<file path="src/design/bfd_pkg.sv">
package bfd_pkg;

  // Event codes reported for every received word
  typedef enum logic [2:0] {
    EV_IDLE    = 3'd0,
    EV_HEADER  = 3'd1,
    EV_PAYLOAD = 3'd2,
    EV_GOOD    = 3'd3,
    EV_REJECT  = 3'd4
  } event_e;

  // Configuration register indexes
  localparam logic [1:0] CfgSyncFirst   = 2'd0;
  localparam logic [1:0] CfgSyncSecond  = 2'd1;
  localparam logic [1:0] CfgWantedClass = 2'd2;
  localparam logic [1:0] CfgMaxPayload  = 2'd3;

  // Sync, class, id, two length bytes and two checksum bytes
  localparam logic [8:0] FrameOverhead = 9'd8;

  // Fixed byte positions within a frame
  localparam logic [8:0] PosHunt     = 9'd0;
  localparam logic [8:0] PosSync2    = 9'd1;
  localparam logic [8:0] PosClass    = 9'd2;
  localparam logic [8:0] PosId       = 9'd3;
  localparam logic [8:0] PosLenLow   = 9'd4;
  localparam logic [8:0] PosLenHigh  = 9'd5;
  localparam logic [8:0] PosPayload0 = 9'd6;

  typedef struct packed {
    logic [7:0] sync_first;
    logic [7:0] sync_second;
    logic [7:0] wanted_class;
    logic [7:0] max_payload;
  } cfg_t;

  typedef struct packed {
    event_e     ev;
    logic [7:0] payload_byte;
    logic [7:0] payload_index;
    logic [7:0] msg_class;
    logic [7:0] msg_id;
    logic [7:0] payload_length;
    logic [7:0] sum_a;
    logic [7:0] sum_b;
  } res_t;

endpackage

</file>
<file path="src/design/bfd_step.sv">
module bfd_step (
  input  logic              clk_i,
  input  logic              rst_ni,
  input  logic              advance_i,
  input  logic [7:0]        byte_i,
  input  bfd_pkg::cfg_t     cfg_i,
  output bfd_pkg::res_t     res_o
);

  logic [8:0] position_q, position_d;
  logic [8:0] frame_total_q, frame_total_d;
  logic [7:0] fletcher_a_q, fletcher_a_d;
  logic [7:0] fletcher_b_q, fletcher_b_d;
  logic [7:0] held_class_q, held_class_d;
  logic [7:0] held_id_q, held_id_d;

  // Frame state advances only when a word moves into the result register
  always_ff @(posedge clk_i or negedge rst_ni) begin
    if (!rst_ni) begin
      position_q    <= bfd_pkg::PosHunt;
      frame_total_q <= '0;
      fletcher_a_q  <= '0;
      fletcher_b_q  <= '0;
      held_class_q  <= '0;
      held_id_q     <= '0;
    end else if (advance_i) begin
      position_q    <= position_d;
      frame_total_q <= frame_total_d;
      fletcher_a_q  <= fletcher_a_d;
      fletcher_b_q  <= fletcher_b_d;
      held_class_q  <= held_class_d;
      held_id_q     <= held_id_d;
    end
  end

  // Per-byte parse step: one compare and the two Fletcher adds
  always_comb begin
    logic [7:0] acc_a;
    logic [7:0] acc_b;
    logic [9:0] pos_p2;
    logic [9:0] total_ext;

    acc_a     = fletcher_a_q + byte_i;
    acc_b     = fletcher_b_q + acc_a;
    pos_p2    = {1'b0, position_q} + 10'd2;
    total_ext = {1'b0, frame_total_q};

    position_d    = position_q;
    frame_total_d = frame_total_q;
    fletcher_a_d  = fletcher_a_q;
    fletcher_b_d  = fletcher_b_q;
    held_class_d  = held_class_q;
    held_id_d     = held_id_q;
    res_o         = '0;
    res_o.ev      = bfd_pkg::EV_IDLE;

    if (position_q == bfd_pkg::PosHunt) begin
      if (byte_i == cfg_i.sync_first) begin
        position_d = bfd_pkg::PosSync2;
        res_o.ev   = bfd_pkg::EV_HEADER;
      end
    end else if (position_q == bfd_pkg::PosSync2) begin
      // A wrong second sync byte is not retried as a first sync byte
      if (byte_i == cfg_i.sync_second) begin
        position_d = bfd_pkg::PosClass;
        res_o.ev   = bfd_pkg::EV_HEADER;
      end else begin
        position_d = bfd_pkg::PosHunt;
      end
    end else if (position_q == bfd_pkg::PosClass) begin
      // Checksums restart at the class byte
      if (byte_i == cfg_i.wanted_class) begin
        held_class_d = byte_i;
        fletcher_a_d = byte_i;
        fletcher_b_d = byte_i;
        position_d   = bfd_pkg::PosId;
        res_o.ev     = bfd_pkg::EV_HEADER;
      end else begin
        fletcher_a_d = '0;
        fletcher_b_d = '0;
        position_d   = bfd_pkg::PosHunt;
        res_o.ev     = bfd_pkg::EV_REJECT;
      end
    end else if (position_q == bfd_pkg::PosId) begin
      held_id_d    = byte_i;
      fletcher_a_d = acc_a;
      fletcher_b_d = acc_b;
      position_d   = bfd_pkg::PosLenLow;
      res_o.ev     = bfd_pkg::EV_HEADER;
    end else if (position_q == bfd_pkg::PosLenLow) begin
      // Oversized frames are dropped before any payload is counted
      if (byte_i > cfg_i.max_payload) begin
        position_d = bfd_pkg::PosHunt;
        res_o.ev   = bfd_pkg::EV_REJECT;
      end else begin
        frame_total_d = {1'b0, byte_i} + bfd_pkg::FrameOverhead;
        fletcher_a_d  = acc_a;
        fletcher_b_d  = acc_b;
        position_d    = bfd_pkg::PosLenHigh;
        res_o.ev      = bfd_pkg::EV_HEADER;
      end
    end else if (pos_p2 < total_ext) begin
      // High length byte or payload byte: both enter the checksums
      fletcher_a_d = acc_a;
      fletcher_b_d = acc_b;
      if (position_q == bfd_pkg::PosLenHigh) begin
        res_o.ev = bfd_pkg::EV_HEADER;
      end else begin
        res_o.ev            = bfd_pkg::EV_PAYLOAD;
        res_o.payload_byte  = byte_i;
        res_o.payload_index = position_q[7:0] - bfd_pkg::PosPayload0[7:0];
      end
      position_d = position_q + 9'd1;
    end else if (pos_p2 == total_ext) begin
      // First checksum byte
      if (byte_i == fletcher_a_q) begin
        position_d = position_q + 9'd1;
        res_o.ev   = bfd_pkg::EV_HEADER;
      end else begin
        position_d = bfd_pkg::PosHunt;
        res_o.ev   = bfd_pkg::EV_REJECT;
      end
    end else begin
      // Second checksum byte closes the frame either way
      if (byte_i == fletcher_b_q) begin
        res_o.ev             = bfd_pkg::EV_GOOD;
        res_o.msg_class      = held_class_q;
        res_o.msg_id         = held_id_q;
        res_o.payload_length = frame_total_q[7:0] - bfd_pkg::FrameOverhead[7:0];
      end else begin
        res_o.ev = bfd_pkg::EV_REJECT;
      end
      position_d = bfd_pkg::PosHunt;
    end

    res_o.sum_a = fletcher_a_d;
    res_o.sum_b = fletcher_b_d;
  end

`ifndef ASSERT_OFF
  // Inside a frame body the position never runs past the captured frame size
  assert property (@(posedge clk_i) disable iff (!rst_ni)
    (position_q < bfd_pkg::PosLenHigh) || (position_q < frame_total_q))
    else $error("frame position beyond frame size");

  // Once past the length byte the captured frame size covers the overhead
  assert property (@(posedge clk_i) disable iff (!rst_ni)
    (position_q < bfd_pkg::PosLenHigh) || (frame_total_q >= bfd_pkg::FrameOverhead))
    else $error("frame size below overhead inside a frame");

  // A payload word moves the position on by exactly one
  assert property (@(posedge clk_i) disable iff (!rst_ni)
    (advance_i && (res_o.ev == bfd_pkg::EV_PAYLOAD))
      |=> (position_q == $past(position_q) + 9'd1))
    else $error("payload word did not advance position");
`endif

endmodule

</file>
<file path="src/design/binary_frame_deframer_fletcher.sv">
// Channel  | Direction | Handshake                  | Payload
// rx       | in        | in_valid_i / in_ready_o    | rx_byte_i
// result   | out       | out_valid_o / out_ready_i  | event_res_o .. sum_b_o
// config   | in        | cfg_we_i (no wait)         | cfg_idx_i, cfg_data_i
//
// One word per cycle sustained while the result is not stalled; an accepted byte is
// held in the input register, then goes through the parse step into the result register.
// The combinational parse step (one compare, two 8-bit adds) sets the rate.
// Reset clears the frame state to hunting and loads the default register values.
// A stalled result holds; the input register still takes one more word behind it.
module binary_frame_deframer_fletcher (
  input  logic       clk_i,
  input  logic       rst_ni,
  input  logic       cfg_we_i,
  input  logic [1:0] cfg_idx_i,
  input  logic [7:0] cfg_data_i,
  input  logic       in_valid_i,
  output logic       in_ready_o,
  input  logic [7:0] rx_byte_i,
  output logic       out_valid_o,
  input  logic       out_ready_i,
  output logic [2:0] event_res_o,
  output logic [7:0] payload_byte_o,
  output logic [7:0] payload_index_o,
  output logic [7:0] msg_class_o,
  output logic [7:0] msg_id_o,
  output logic [7:0] payload_length_o,
  output logic [7:0] sum_a_o,
  output logic [7:0] sum_b_o
);

  bfd_pkg::cfg_t cfg_q;
  logic          in_vld_q;
  logic [7:0]    in_byte_q;
  logic          out_vld_q;
  bfd_pkg::res_t res_q;
  bfd_pkg::res_t res_d;
  logic          advance;

  // Configuration registers
  always_ff @(posedge clk_i or negedge rst_ni) begin
    if (!rst_ni) begin
      cfg_q.sync_first   <= 8'd181;
      cfg_q.sync_second  <= 8'd98;
      cfg_q.wanted_class <= 8'd1;
      cfg_q.max_payload  <= 8'd64;
    end else if (cfg_we_i) begin
      case (cfg_idx_i)
        bfd_pkg::CfgSyncFirst:   cfg_q.sync_first   <= cfg_data_i;
        bfd_pkg::CfgSyncSecond:  cfg_q.sync_second  <= cfg_data_i;
        bfd_pkg::CfgWantedClass: cfg_q.wanted_class <= cfg_data_i;
        bfd_pkg::CfgMaxPayload:  cfg_q.max_payload  <= cfg_data_i;
        default: ;
      endcase
    end
  end

  // A word moves into the result register when the result slot is free
  assign advance    = in_vld_q && (!out_vld_q || out_ready_i);
  assign in_ready_o = !in_vld_q || advance;

  // Input register
  always_ff @(posedge clk_i or negedge rst_ni) begin
    if (!rst_ni) begin
      in_vld_q <= 1'b0;
    end else if (in_ready_o) begin
      in_vld_q <= in_valid_i;
    end
  end

  always_ff @(posedge clk_i) begin
    if (in_valid_i && in_ready_o) begin
      in_byte_q <= rx_byte_i;
    end
  end

  bfd_step u_step (
    .clk_i     (clk_i),
    .rst_ni    (rst_ni),
    .advance_i (advance),
    .byte_i    (in_byte_q),
    .cfg_i     (cfg_q),
    .res_o     (res_d)
  );

  // Result register
  always_ff @(posedge clk_i or negedge rst_ni) begin
    if (!rst_ni) begin
      out_vld_q <= 1'b0;
    end else if (advance) begin
      out_vld_q <= 1'b1;
    end else if (out_ready_i) begin
      out_vld_q <= 1'b0;
    end
  end

  always_ff @(posedge clk_i) begin
    if (advance) begin
      res_q <= res_d;
    end
  end

  assign out_valid_o      = out_vld_q;
  assign event_res_o      = res_q.ev;
  assign payload_byte_o   = res_q.payload_byte;
  assign payload_index_o  = res_q.payload_index;
  assign msg_class_o      = res_q.msg_class;
  assign msg_id_o         = res_q.msg_id;
  assign payload_length_o = res_q.payload_length;
  assign sum_a_o          = res_q.sum_a;
  assign sum_b_o          = res_q.sum_b;

`ifndef ASSERT_OFF
  // Only the five defined events are ever reported
  assert property (@(posedge clk_i) disable iff (!rst_ni)
    out_valid_o |-> (event_res_o <= 3'(bfd_pkg::EV_REJECT)))
    else $error("undefined event code");

  // Frame fields are zero except on a good frame
  assert property (@(posedge clk_i) disable iff (!rst_ni)
    (out_valid_o && (event_res_o != 3'(bfd_pkg::EV_GOOD)))
      |-> ((msg_class_o == 8'd0) && (msg_id_o == 8'd0) && (payload_length_o == 8'd0)))
    else $error("frame fields set outside a good frame");

  // Payload fields are zero except on a payload word
  assert property (@(posedge clk_i) disable iff (!rst_ni)
    (out_valid_o && (event_res_o != 3'(bfd_pkg::EV_PAYLOAD)))
      |-> ((payload_byte_o == 8'd0) && (payload_index_o == 8'd0)))
    else $error("payload fields set outside a payload word");
`endif

endmodule
</file>
<file path="config.mk">
export PLATFORM = sky130hd
export DESIGN_NAME = binary_frame_deframer_fletcher
export DESIGN_NICKNAME = d
export VERILOG_FILES = /design/src/design/bfd_pkg.sv /design/src/design/bfd_step.sv /design/src/design/binary_frame_deframer_fletcher.sv
export SDC_FILE = /design/constraint.sdc
export NUM_CORES = 1
export LEC_CHECK = 0
export BUFFER_PORTS_ARGS = -buffer_cell sky130_fd_sc_hd__buf_2
export CORE_ASPECT_RATIO = 1.2
export CORE_MARGIN = 5
export CORE_UTILIZATION = 59
export DETAILED_ROUTE_END_ITERATION = 12
export MAX_ROUTING_LAYER = met4
export PLACE_DENSITY_LB_ADDON = 0.2
export SYNTH_ARGS = -nofsm -noshare
export SYNTH_HDL_FRONTEND = slang
export SYNTH_SLANG_ARGS = --single-unit
</file>
<file path="constraint.sdc">
create_clock -name clk_i -period 3.57 [get_ports clk_i]
set_input_delay 0.357 -clock clk_i [delete_from_list [all_inputs] [get_ports clk_i]]
set_output_delay 0.357 -clock clk_i [all_outputs]
set_load 0.01 [all_outputs]
</file>
==> results_dict.tcl, run 1 <==
set metrics [dict create \
    outcome "finished, final reports clean" \
    r2r_cells 12 \
    whs_path_depth 1 \
    cts_buffer_depth 2 \
    critPathKind "register to register" \
    place_area_sq_um 8760 \
    grt_use_total_pct 26.5 \
    layout_commonest_cell "buf_2" \
    synthCells 688 \
    die_h_microns 138 \
    async_flop_share_pct 55.6 \
    setup_violations 0 \
    tns_ns 0 \
    hpwl_microns 14000 \
    final_antenna_net_count 0 \
    cts_root_buf "clkbuf_16" \
    n_antenna_cell 0 \
    start_util_pct 60.2 \
    startpoint "u_step.position_q[4]" \
    clkLatencyLatePin_ns 0.43 \
    grt_setup_unrepaired "no" \
    r2r_end "sum_a_o[5]" \
    critical_path.endpoint "sum_a_o[5]" \
    required_ns 3.72 \
    seq_area_frac_synth_pct 51.5 \
    io_buffers 83 \
    fill_cells 928 \
    reg2reg_slack_ns 0.17 \
    timing.fmax_mhz 295 \
    synth_flop_cell "dfrtp_1" \
    power_density_nw_per_um2 842 \
    vias_per_cell 6.04 \
    finalWorstPathRequiredPeriod_ns 3.40 \
    cts_tree "yes" \
    cts_hold_buf 0 \
    startpoint_type "register" \
    die_area_sq_um 16000 \
    path_clk_slew_ns 0.06 \
    final.setup_skew_ns 0.0110 \
    cts_inserted_buffers 17 \
    dr.pass1.iters 6 \
    grt_pass1_vias 6090 \
    ys_types 70 \
    ys_seq_elements 151 \
    syn_area_sq_um 8010 \
    row_count 46 \
    crit_arrival_ns 3.55 \
    wirelength_microns 19500 \
    grt_max_degree 85 \
    yosysTopAreaCell "edfxtp_1" \
    drcViolationCount 0 \
    synth_edf_count 67 \
    die_w_microns 116 \
    grt_overflow_total 0 \
    maxSlewHeadroom_pct 28.1 \
    yosys_warnings 0 \
    cp-end-kind "register" \
    max_cap_violations 0 \
    slew_violations 0 \
    hold_class "input pin to register" \
    final_layout_size_suffix_gt1_share_pct 28.1 \
    gp_congestion 0.889 \
    final-hold-violation-count 0 \
    path_max_fanout 8 \
    cts_sinks 151 \
    antenna_found_initial 0 \
    dr.first_iter.drc_count 521 \
    reg2reg_from "u_step.position_q[4]" \
    wl_per_cell_microns 20.0 \
    cts-htree-levels 4 \
    synth_top_cell_area_share_pct 25.1 \
    nets 861 \
    num_vias 5908 \
    leakagePower_nw 4.03 \
    finalCritPeriodShare_pct 95.1 \
    grt_first_pass_wirelength_microns 31500 \
    ir_drop_mv 0.439 \
    area_growth_pct 16.4 \
    synth_area_leaders "edfxtp_1, dfrtp_1, mux2_2" \
    syn_avg_cell_area_sq_um 11.6 \
    core_sq_um 13300 \
    ios 84 \
    fin_area_sq_um 9320 \
    syn_nets 752 \
    final_cell_mix "buf_2, dfrtp_1, edfxtp_1" \
    worst_slew_pin_slew_ns 1.08 \
]
-- critical path, cell delays in order (launching register included) --
cell	delay, ns
dfrtp_1	0.51
nand3_1	0.17
nor2_1	0.22
xor2_1	0.19
ha_1	0.27
and3_1	0.22
a221oi_1	0.27
o21ai_1	0.19
o31ai_2	0.36
buf_4	0.22
nor2_1	0.07
o21ai_0	0.29
a2bb2oi_1	0.15
-- per-stage QoR --
stage	hold slack, ns	power (mW)	std cells	setup WS, ns	utilization (%)
after floorplan	0.0614	5.07	688	0.370	-
after global placement	0.460	5.97	946	0.199	65.9
after detailed placement	0.473	6.10	946	0.152	65.9
after CTS	0.0937	7.81	978	0.139	70.1
after global routing	0.0870	8.32	978	0.0197	70.1
final	0.103	7.85	978	0.175	70.1
-- final cells by class --
type / count / area [sq um] / area share, %
well taps: 168 / 210 / 2.26
inverters: 27 / 101 / 1.09
flip-flops and latches: 151 / 4130 / 44.3
clock buffers: 18 / 439 / 4.71
clock inverters: 14 / 115 / 1.24
multi-input cells: 482 / 3650 / 39.1
repair buffers: 118 / 681 / 7.30
-- Yosys cell counts (2+ instances only) --
cell	count
o21bai_1	3
dfstp_2	10
nand3_1	17
o21ai_0	22
nand2b_1	3
o22a_1	3
o2bb2ai_1	3
or2_2	3
o211ai_1	3
edfxtp_1	67
xnor2_1	52
and2_1	29
buf_2	5
mux2_2	50
buf_1	3
nand4_1	15
dfrtp_1	74
clkbuf_1	15
o31ai_2	2
ha_1	39
and3_1	10
a22oi_1	2
nor2_1	38
o31a_1	3
a21oi_1	29
nor3_2	3
inv_1	27
nor2b_1	2
a21o_1	9
nor4_1	10
a32oi_1	2
a2111oi_0	2
o31ai_1	2
o2111ai_1	2
fa_1	2
a31oi_1	7
o21ai_1	7
buf_6	3
a22o_1	9
a221oi_1	3
nor3_1	10
xor2_1	13
nand3b_1	4
nand2_1	41
o21a_1	5
-- how the worst min path moves through the flow --
stage | startpoint | to | slack [ns]
2_1_floorplan | rst_ni | cfg_q[0] | 0.06
6_report | rx_byte_i[4] | in_byte_q[4] | 0.10
4_1_cts | rx_byte_i[4] | in_byte_q[4] | 0.09
5_1_grt | rx_byte_i[5] | in_byte_q[5] | 0.09
3_3_place_gp | u_step.held_class_q[0] | u_step.held_class_q[0] | 0.46
3_5_place_dp | u_step.held_class_q[0] | u_step.held_class_q[0] | 0.47
-- sequential cells by signal, summed over array words and instances, names as in the netlist, 3 cells and up --
name                  flops
msg_class_o               8
cfg_q                    32
sum_b_o                   8
u_step.held_id_q          8
sum_a_o                   8
u_step.fletcher_a_q       8
u_step.position_q         9
msg_id_o                  8
u_step.fletcher_b_q       8
payload_byte_o            8
u_step.held_class_q       8
u_step.frame_total_q      9
payload_length_o          8
in_byte_q                 8
payload_index_o           8
event_res_o               3
-- per-layer routing --
layer  wire length [microns]  track usage (%)  share of wire, %  vias up
li1                        -                -                 -     2725
met1                    7910             32.3                40     2884
met2                    9830             44.5                50      250
met3                    1200             4.92               6.2       49
met4                     606             8.96               3.1        0
met5                       0                -                 0        -
-- cells by family after synthesis --
group / Yosys count / share of synthesized area, %
simple gates: 195 / 13.2
buf+inv: 55 / 3.00
mux: 51 / 7.16
compound gates: 130 / 11.5
xor+xnor: 65 / 7.11
flops: 151 / 51.5
fa+ha+maj: 41 / 6.59
-- report_power, final --
| part | internal [mW] | switching, mW |
|---|---|---|
| Combinational | 1.51 | 2.07 |
| Sequential | 2.31 | 0.263 |
| Clock | 0.923 | 0.762 |
| Total | 4.75 | 3.10 |
-- what timing repair did --
item | 4_1_cts | 5_1_grt
setup endpoints to repair | 0 | 9
setup buffers | 0 | 0
hold endpoints to repair | 0 | 0
resized for setup | 0 | 4
Power figures use the tool's default switching activity.
==> run 2, diff against run 1 <==
--- a/config.mk
+++ b/config.mk
@@ -5,10 +5,10 @@
 export SDC_FILE = /design/constraint.sdc
 export NUM_CORES = 1
 export LEC_CHECK = 0
-export BUFFER_PORTS_ARGS = -buffer_cell sky130_fd_sc_hd__buf_2
+export BUFFER_PORTS_ARGS = -buffer_cell sky130_fd_sc_hd__buf_4
 export CORE_ASPECT_RATIO = 1.2
 export CORE_MARGIN = 5
-export CORE_UTILIZATION = 59
+export CORE_UTILIZATION = 60
 export DETAILED_ROUTE_END_ITERATION = 12
 export MAX_ROUTING_LAYER = met4
 export PLACE_DENSITY_LB_ADDON = 0.2
==> constraint.sdc (replaced) <==
create_clock -name clk_i -period 4.15 [get_ports clk_i]
set_input_delay 0.415 -clock clk_i [delete_from_list [all_inputs] [get_ports clk_i]]
set_output_delay 0.415 -clock clk_i [all_outputs]
set_load 0.01 [all_outputs]
==> results_dict.tcl, run 2 (synthesized netlist as in run 1, its figures left out) <==
set metrics [dict create \
    outcome "finished, final reports clean" \
    slowest_stage "dfrtp_1" \
    fin_area_sq_um 9390 \
    reg_top3 "cfg_q (32), u_step.frame_total_q (9), u_step.position_q (9)" \
    die_w_microns 115 \
    grt_setup_unrepaired "no" \
    crit_path_max_incr_delay_ns 0.48 \
    p_switching_mw 2.65 \
    setup_violations 0 \
    startpoint "u_step.position_q[1]" \
    p_seq_share_pct 33.2 \
    cp-end-kind "register" \
    final.setup_skew_ns 0.00820 \
    crit_arrival_ns 3.98 \
    ir_drop_mv 0.343 \
    hpwl_microns 13500 \
    antenna_found_initial 0 \
    final_layout_size_suffix_gt1_share_pct 26.4 \
    reg2reg_from "u_step.position_q[1]" \
    hold_class "input pin to async pin" \
    grt_pass1_vias 5947 \
    n_antenna_cell 0 \
    leakagePower_nw 4.00 \
    critical_path.endpoint "sum_a_o[5]" \
    place_area_sq_um 8820 \
    wirelength_microns 19300 \
    finalWorstPathRequiredPeriod_ns 3.82 \
    grt_max_degree 69 \
    die_h_microns 137 \
    cts_sinks 151 \
    hold_ws_ns 0.0214 \
    path_clk_slew_ns 0.07 \
    finalCritPeriodShare_pct 92.0 \
    drcViolationCount 0 \
    clkLatencyLatePin_ns 0.43 \
    slew_violations 0 \
    critPathKind "register to register" \
    final_antenna_net_count 0 \
    power_density_nw_per_um2 717 \
    row_count 46 \
    total_power_mw 6.73 \
    r2r_cells 13 \
    worst_slew_pin_slew_ns 1.20 \
    die_area_sq_um 15800 \
    max_cap_violations 0 \
    timing.fmax_mhz 262 \
    nets 842 \
    cts_root_buf "clkbuf_16" \
    cts_hold_buf 0 \
    crit_path_cell_trace "ha_1 -> nand3_1 -> nor2_1 -> xor2_1 -> ha_1 -> and3_1 -> a221oi_1 -> o21ai_0 -> o31ai_2 -> buf_4 -> nor2_1 -> o21ai_0 -> a2bb2oi_1" \
    swShare_pct 39.4 \
    final_cell_mix "buf_4, dfrtp_1, edfxtp_1" \
    num_vias 5790 \
    cts_buffer_depth 2 \
    post_cts_buffers 0 \
    p_int_mw 4.08 \
    required_ns 4.32 \
    r2r_end "sum_a_o[5]" \
    clkPwrFrac_pct 21.9 \
    io_buffers 83 \
    cts_tree "yes" \
    gp_congestion 0.943 \
    dr.pass1.iters 5 \
    ctsResizeCount 0 \
    utilization_pct 71.3 \
    maxSlewHeadroom_pct 19.5 \
    grt_overflow_total 0 \
    ios 84 \
    path_max_fanout 8 \
    largest_register "cfg_q" \
    tns_ns 0 \
    vias_per_cell 6.04 \
    reg2reg_slack_ns 0.33 \
    grt_use_total_pct 26.4 \
    startpoint_type "register" \
    area_growth_pct 17.3 \
    start_util_pct 60.8 \
    dr.first_iter.drc_count 444 \
    wl_per_cell_microns 20.1 \
    cts-htree-levels 4 \
    core_sq_um 13200 \
    largest_reg_flops 32 \
    p_comb_share_pct 44.9 \
    cts_inserted_buffers 17 \
    grt_first_pass_wirelength_microns 30700 \
    final-hold-violation-count 0 \
    layout_commonest_cell "buf_4" \
]
run 2: cell types whose count changed in the layout (fill, tap and decap cells not counted), moves of 2 or more:
cell,previous run,this run
buf_4,36,99
buf_2,82,0
o21ai_1,9,7
o21ai_0,20,22
clkinv_8,0,2
run 2: worst min-delay path by stage:
stage | slack (ns) | cells after the start | to | startpoint
2_1_floorplan | 0.12 | 0 | cfg_q[0] | rst_ni
3_3_place_gp | 0.45 | 2 | u_step.held_class_q[0] | u_step.held_class_q[0]
3_5_place_dp | 0.48 | 1 | u_step.held_class_q[6] | u_step.held_class_q[6]
4_1_cts | 0.04 | 1 | u_step.fletcher_a_q[1] | rst_ni
5_1_grt | 0.06 | 1 | u_step.fletcher_a_q[1] | rst_ni
6_report | 0.02 | 1 | u_step.fletcher_a_q[1] | rst_ni
run 2: critical path: cells and delay by family (launching register included):
| kind | cells | cell delay [ns] |
|---|---|---|
| xor+xnor | 1 | 0.17 |
| compound gates | 5 | 1.38 |
| simple gates | 4 | 0.74 |
| buf+inv | 1 | 0.22 |
| flops | 1 | 0.48 |
| fa+ha+maj | 2 | 0.58 |
run 2: through the flow:
| stage | instances | worst slack, ns |
|---|---|---|
| finish | 959 | 0.331 |
| global route | 959 | 0.0482 |
| CTS | 959 | 0.428 |
| detailed placement | 927 | 0.470 |
| global placement | 927 | 0.608 |
| floorplan | 688 | 0.950 |
run 2: layout make-up:
cell class              instances  area (sq um)
inverters                      27           101
fillers                       926          3790
flip-flops and latches        151          4130
multi-input cells             482          3640
repair buffers                 99           743
well taps                     168           210
clock buffers                  17           425
clock inverters                15           144
run 2: power groups by stage:
stage          registers (mW)  clock network, mW  logic [mW]
2_1_floorplan            2.25                  0        2.11
5_1_grt                  2.27               1.56        3.31
6_report                 2.23               1.47        3.02
4_1_cts                  2.23               1.48        3.00
3_5_place_dp             2.26                  0        2.97
3_3_place_gp             2.24                  0        2.90
run 2: metal layers:
metal	vias to the layer above	track usage, %	wire length, microns
met4	0	10.8	534
met5	-	-	0
met2	231	44.4	10000
met3	47	4.60	1150
li1	2685	-	-
met1	2827	31.5	7610
==> run 3, diff against run 2 <==
--- a/config.mk
+++ b/config.mk
@@ -7,11 +7,12 @@
 export LEC_CHECK = 0
 export BUFFER_PORTS_ARGS = -buffer_cell sky130_fd_sc_hd__buf_4
 export CORE_ASPECT_RATIO = 1.2
-export CORE_MARGIN = 5
+export CORE_MARGIN = 1
 export CORE_UTILIZATION = 60
 export DETAILED_ROUTE_END_ITERATION = 12
 export MAX_ROUTING_LAYER = met4
 export PLACE_DENSITY_LB_ADDON = 0.2
+export REMOVE_ABC_BUFFERS = 1
 export SYNTH_ARGS = -nofsm -noshare
 export SYNTH_HDL_FRONTEND = slang
 export SYNTH_SLANG_ARGS = --single-unit
==> results_dict.tcl, run 3 (synthesized netlist as in run 1, its figures left out) <==
set metrics [dict create \
    outcome "finished, final reports clean" \
    cts-htree-levels 4 \
    slew_violations 0 \
    drcViolationCount 0 \
    cts_root_buf "clkbuf_16" \
    p_comb_share_pct 44.0 \
    timing.fmax_mhz 266 \
    die_h_microns 129 \
    area_growth_pct 18.4 \
    maxSlewHeadroom_pct 12.1 \
    n_antenna_cell 0 \
    ir_drop_mv 0.454 \
    path_max_fanout 10 \
    io_buffers 83 \
    tns_ns 0 \
    hpwl_microns 13700 \
    cts_inserted_buffers 17 \
    whs_path_depth 1 \
    finalCritPeriodShare_pct 90.5 \
    required_ns 4.31 \
    reg2reg_slack_ns 0.39 \
    dr.pass1.iters 5 \
    p_int_mw 4.27 \
    final-hold-violation-count 0 \
    cp-end-kind "register" \
    max_cap_violations 0 \
    nets 844 \
    reg2reg_from "u_step.position_q[1]" \
    setup_violations 0 \
    vias_per_cell 6.15 \
    gp_congestion 0.946 \
    core_sq_um 12800 \
    reg_top3 "cfg_q (32), u_step.frame_total_q (9), u_step.position_q (9)" \
    num_vias 5888 \
    start_util_pct 62.4 \
    largest_reg_flops 32 \
    cts_sinks 151 \
    fill_cells 892 \
    cts_buffer_depth 2 \
    largest_register "cfg_q" \
    grt_overflow_total 0 \
    die_area_sq_um 13800 \
    critPathKind "register to register" \
    hold_ws_ns 0.171 \
    worst_slew_pin_slew_ns 1.32 \
    swShare_pct 38.6 \
    total_power_mw 6.96 \
    startpoint_type "register" \
    holdPathEnd "in_byte_q[6]" \
    grt_first_pass_wirelength_microns 30800 \
    final_antenna_net_count 0 \
    hold_start "rx_byte_i[6]" \
    cts_tree "yes" \
    wl_per_cell_microns 20.2 \
    r2r_end "sum_b_o[3]" \
    grt_max_degree 69 \
    grt_setup_unrepaired "no" \
    dr.first_iter.drc_count 377 \
    crit_arrival_ns 3.92 \
    antenna_found_initial 0 \
    r2r_cells 12 \
    wirelength_microns 19400 \
    clkLatencyLatePin_ns 0.42 \
    hold_class "input pin to register" \
    layout_commonest_cell "buf_4" \
    clkPwrFrac_pct 23.7 \
    ios 84 \
    die_w_microns 107 \
    p_seq_share_pct 32.3 \
    final_layout_size_suffix_gt1_share_pct 26.6 \
    row_count 45 \
    power_density_nw_per_um2 734 \
    grt_pass1_vias 5876 \
    path_clk_slew_ns 0.06 \
    finalWorstPathRequiredPeriod_ns 3.76 \
    leakagePower_nw 4.05 \
    final.setup_skew_ns 0.00874 \
    p_switching_mw 2.68 \
    final_cell_mix "buf_4, dfrtp_1, edfxtp_1" \
    grt_use_total_pct 31.0 \
]
[run 3: cell type report]
type	count	area [sq um]	area share, %
flip-flops and latches	151	4130	43.5
multi-input cells	482	3650	38.5
repair buffers	101	761	8.03
clock buffers	17	425	4.49
clock inverters	15	209	2.20
well taps	164	205	2.17
inverters	27	101	1.07
[run 3: critical path, stage by stage (launching register included)]
cell      delay (ns)
dfrtp_1         0.48
ha_1            0.30
nand3_1         0.20
nor2_1          0.22
xor2_1          0.19
ha_1            0.26
and3_1          0.22
a221oi_1        0.26
o21ai_0         0.28
o31a_1          0.53
and3_1          0.26
o21ai_1         0.18
a31oi_1         0.11
[run 3: per-layer routing]
| metal | track usage, % | part of all wire [%] | vias to the layer above |
|---|---|---|---|
| met5 | - | 0 | - |
| met4 | 14.2 | 3.9 | 0 |
| met3 | 6.03 | 5.4 | 61 |
| met2 | 50.7 | 51 | 233 |
| met1 | 37.2 | 40 | 2893 |
| li1 | - | - | 2701 |
[run 3: stage by stage]
step           setup WS (ns)  cells  area [sq um]  util [%]
6_report               0.395    957          9480      73.8
3_5_place_dp           0.420    924          8820      68.7
5_1_grt               0.0862    957          9480      73.8
3_3_place_gp           0.550    924          8820      68.7
2_1_floorplan          0.748    660          7870         -
4_1_cts                0.368    957          9470      73.8
[run 3: worst max path at each step]
stage	end	slack (ns)	cells after the start	from
after floorplan	event_res_o[1]	0.75	11	u_step.position_q[2]
after global placement	sum_a_o[6]	0.55	12	u_step.position_q[1]
after detailed placement	sum_a_o[6]	0.42	12	u_step.position_q[1]
after CTS	sum_a_o[6]	0.37	12	u_step.position_q[1]
after global routing	sum_b_o[4]	0.09	12	u_step.position_q[1]
final	sum_b_o[3]	0.39	12	u_step.position_q[1]
[run 3: timing repair]
| item | CTS | global route |
|---|---|---|
| setup endpoints to repair | 0 | 1 |
| resized for setup | 0 | 1 |
| hold buffers | 1 | 0 |
| buffers inserted | 0 | 0 |
| hold endpoints to repair | 4 | 0 |
[run 3: power groups by stage]
stage	Sequential [mW]	Combinational [mW]	Clock, mW
detailed placement	2.26	2.98	0
CTS	2.24	3.01	1.67
floorplan	2.26	2.02	0
finish	2.25	3.06	1.65
global placement	2.25	2.90	0
global route	2.27	3.34	1.73
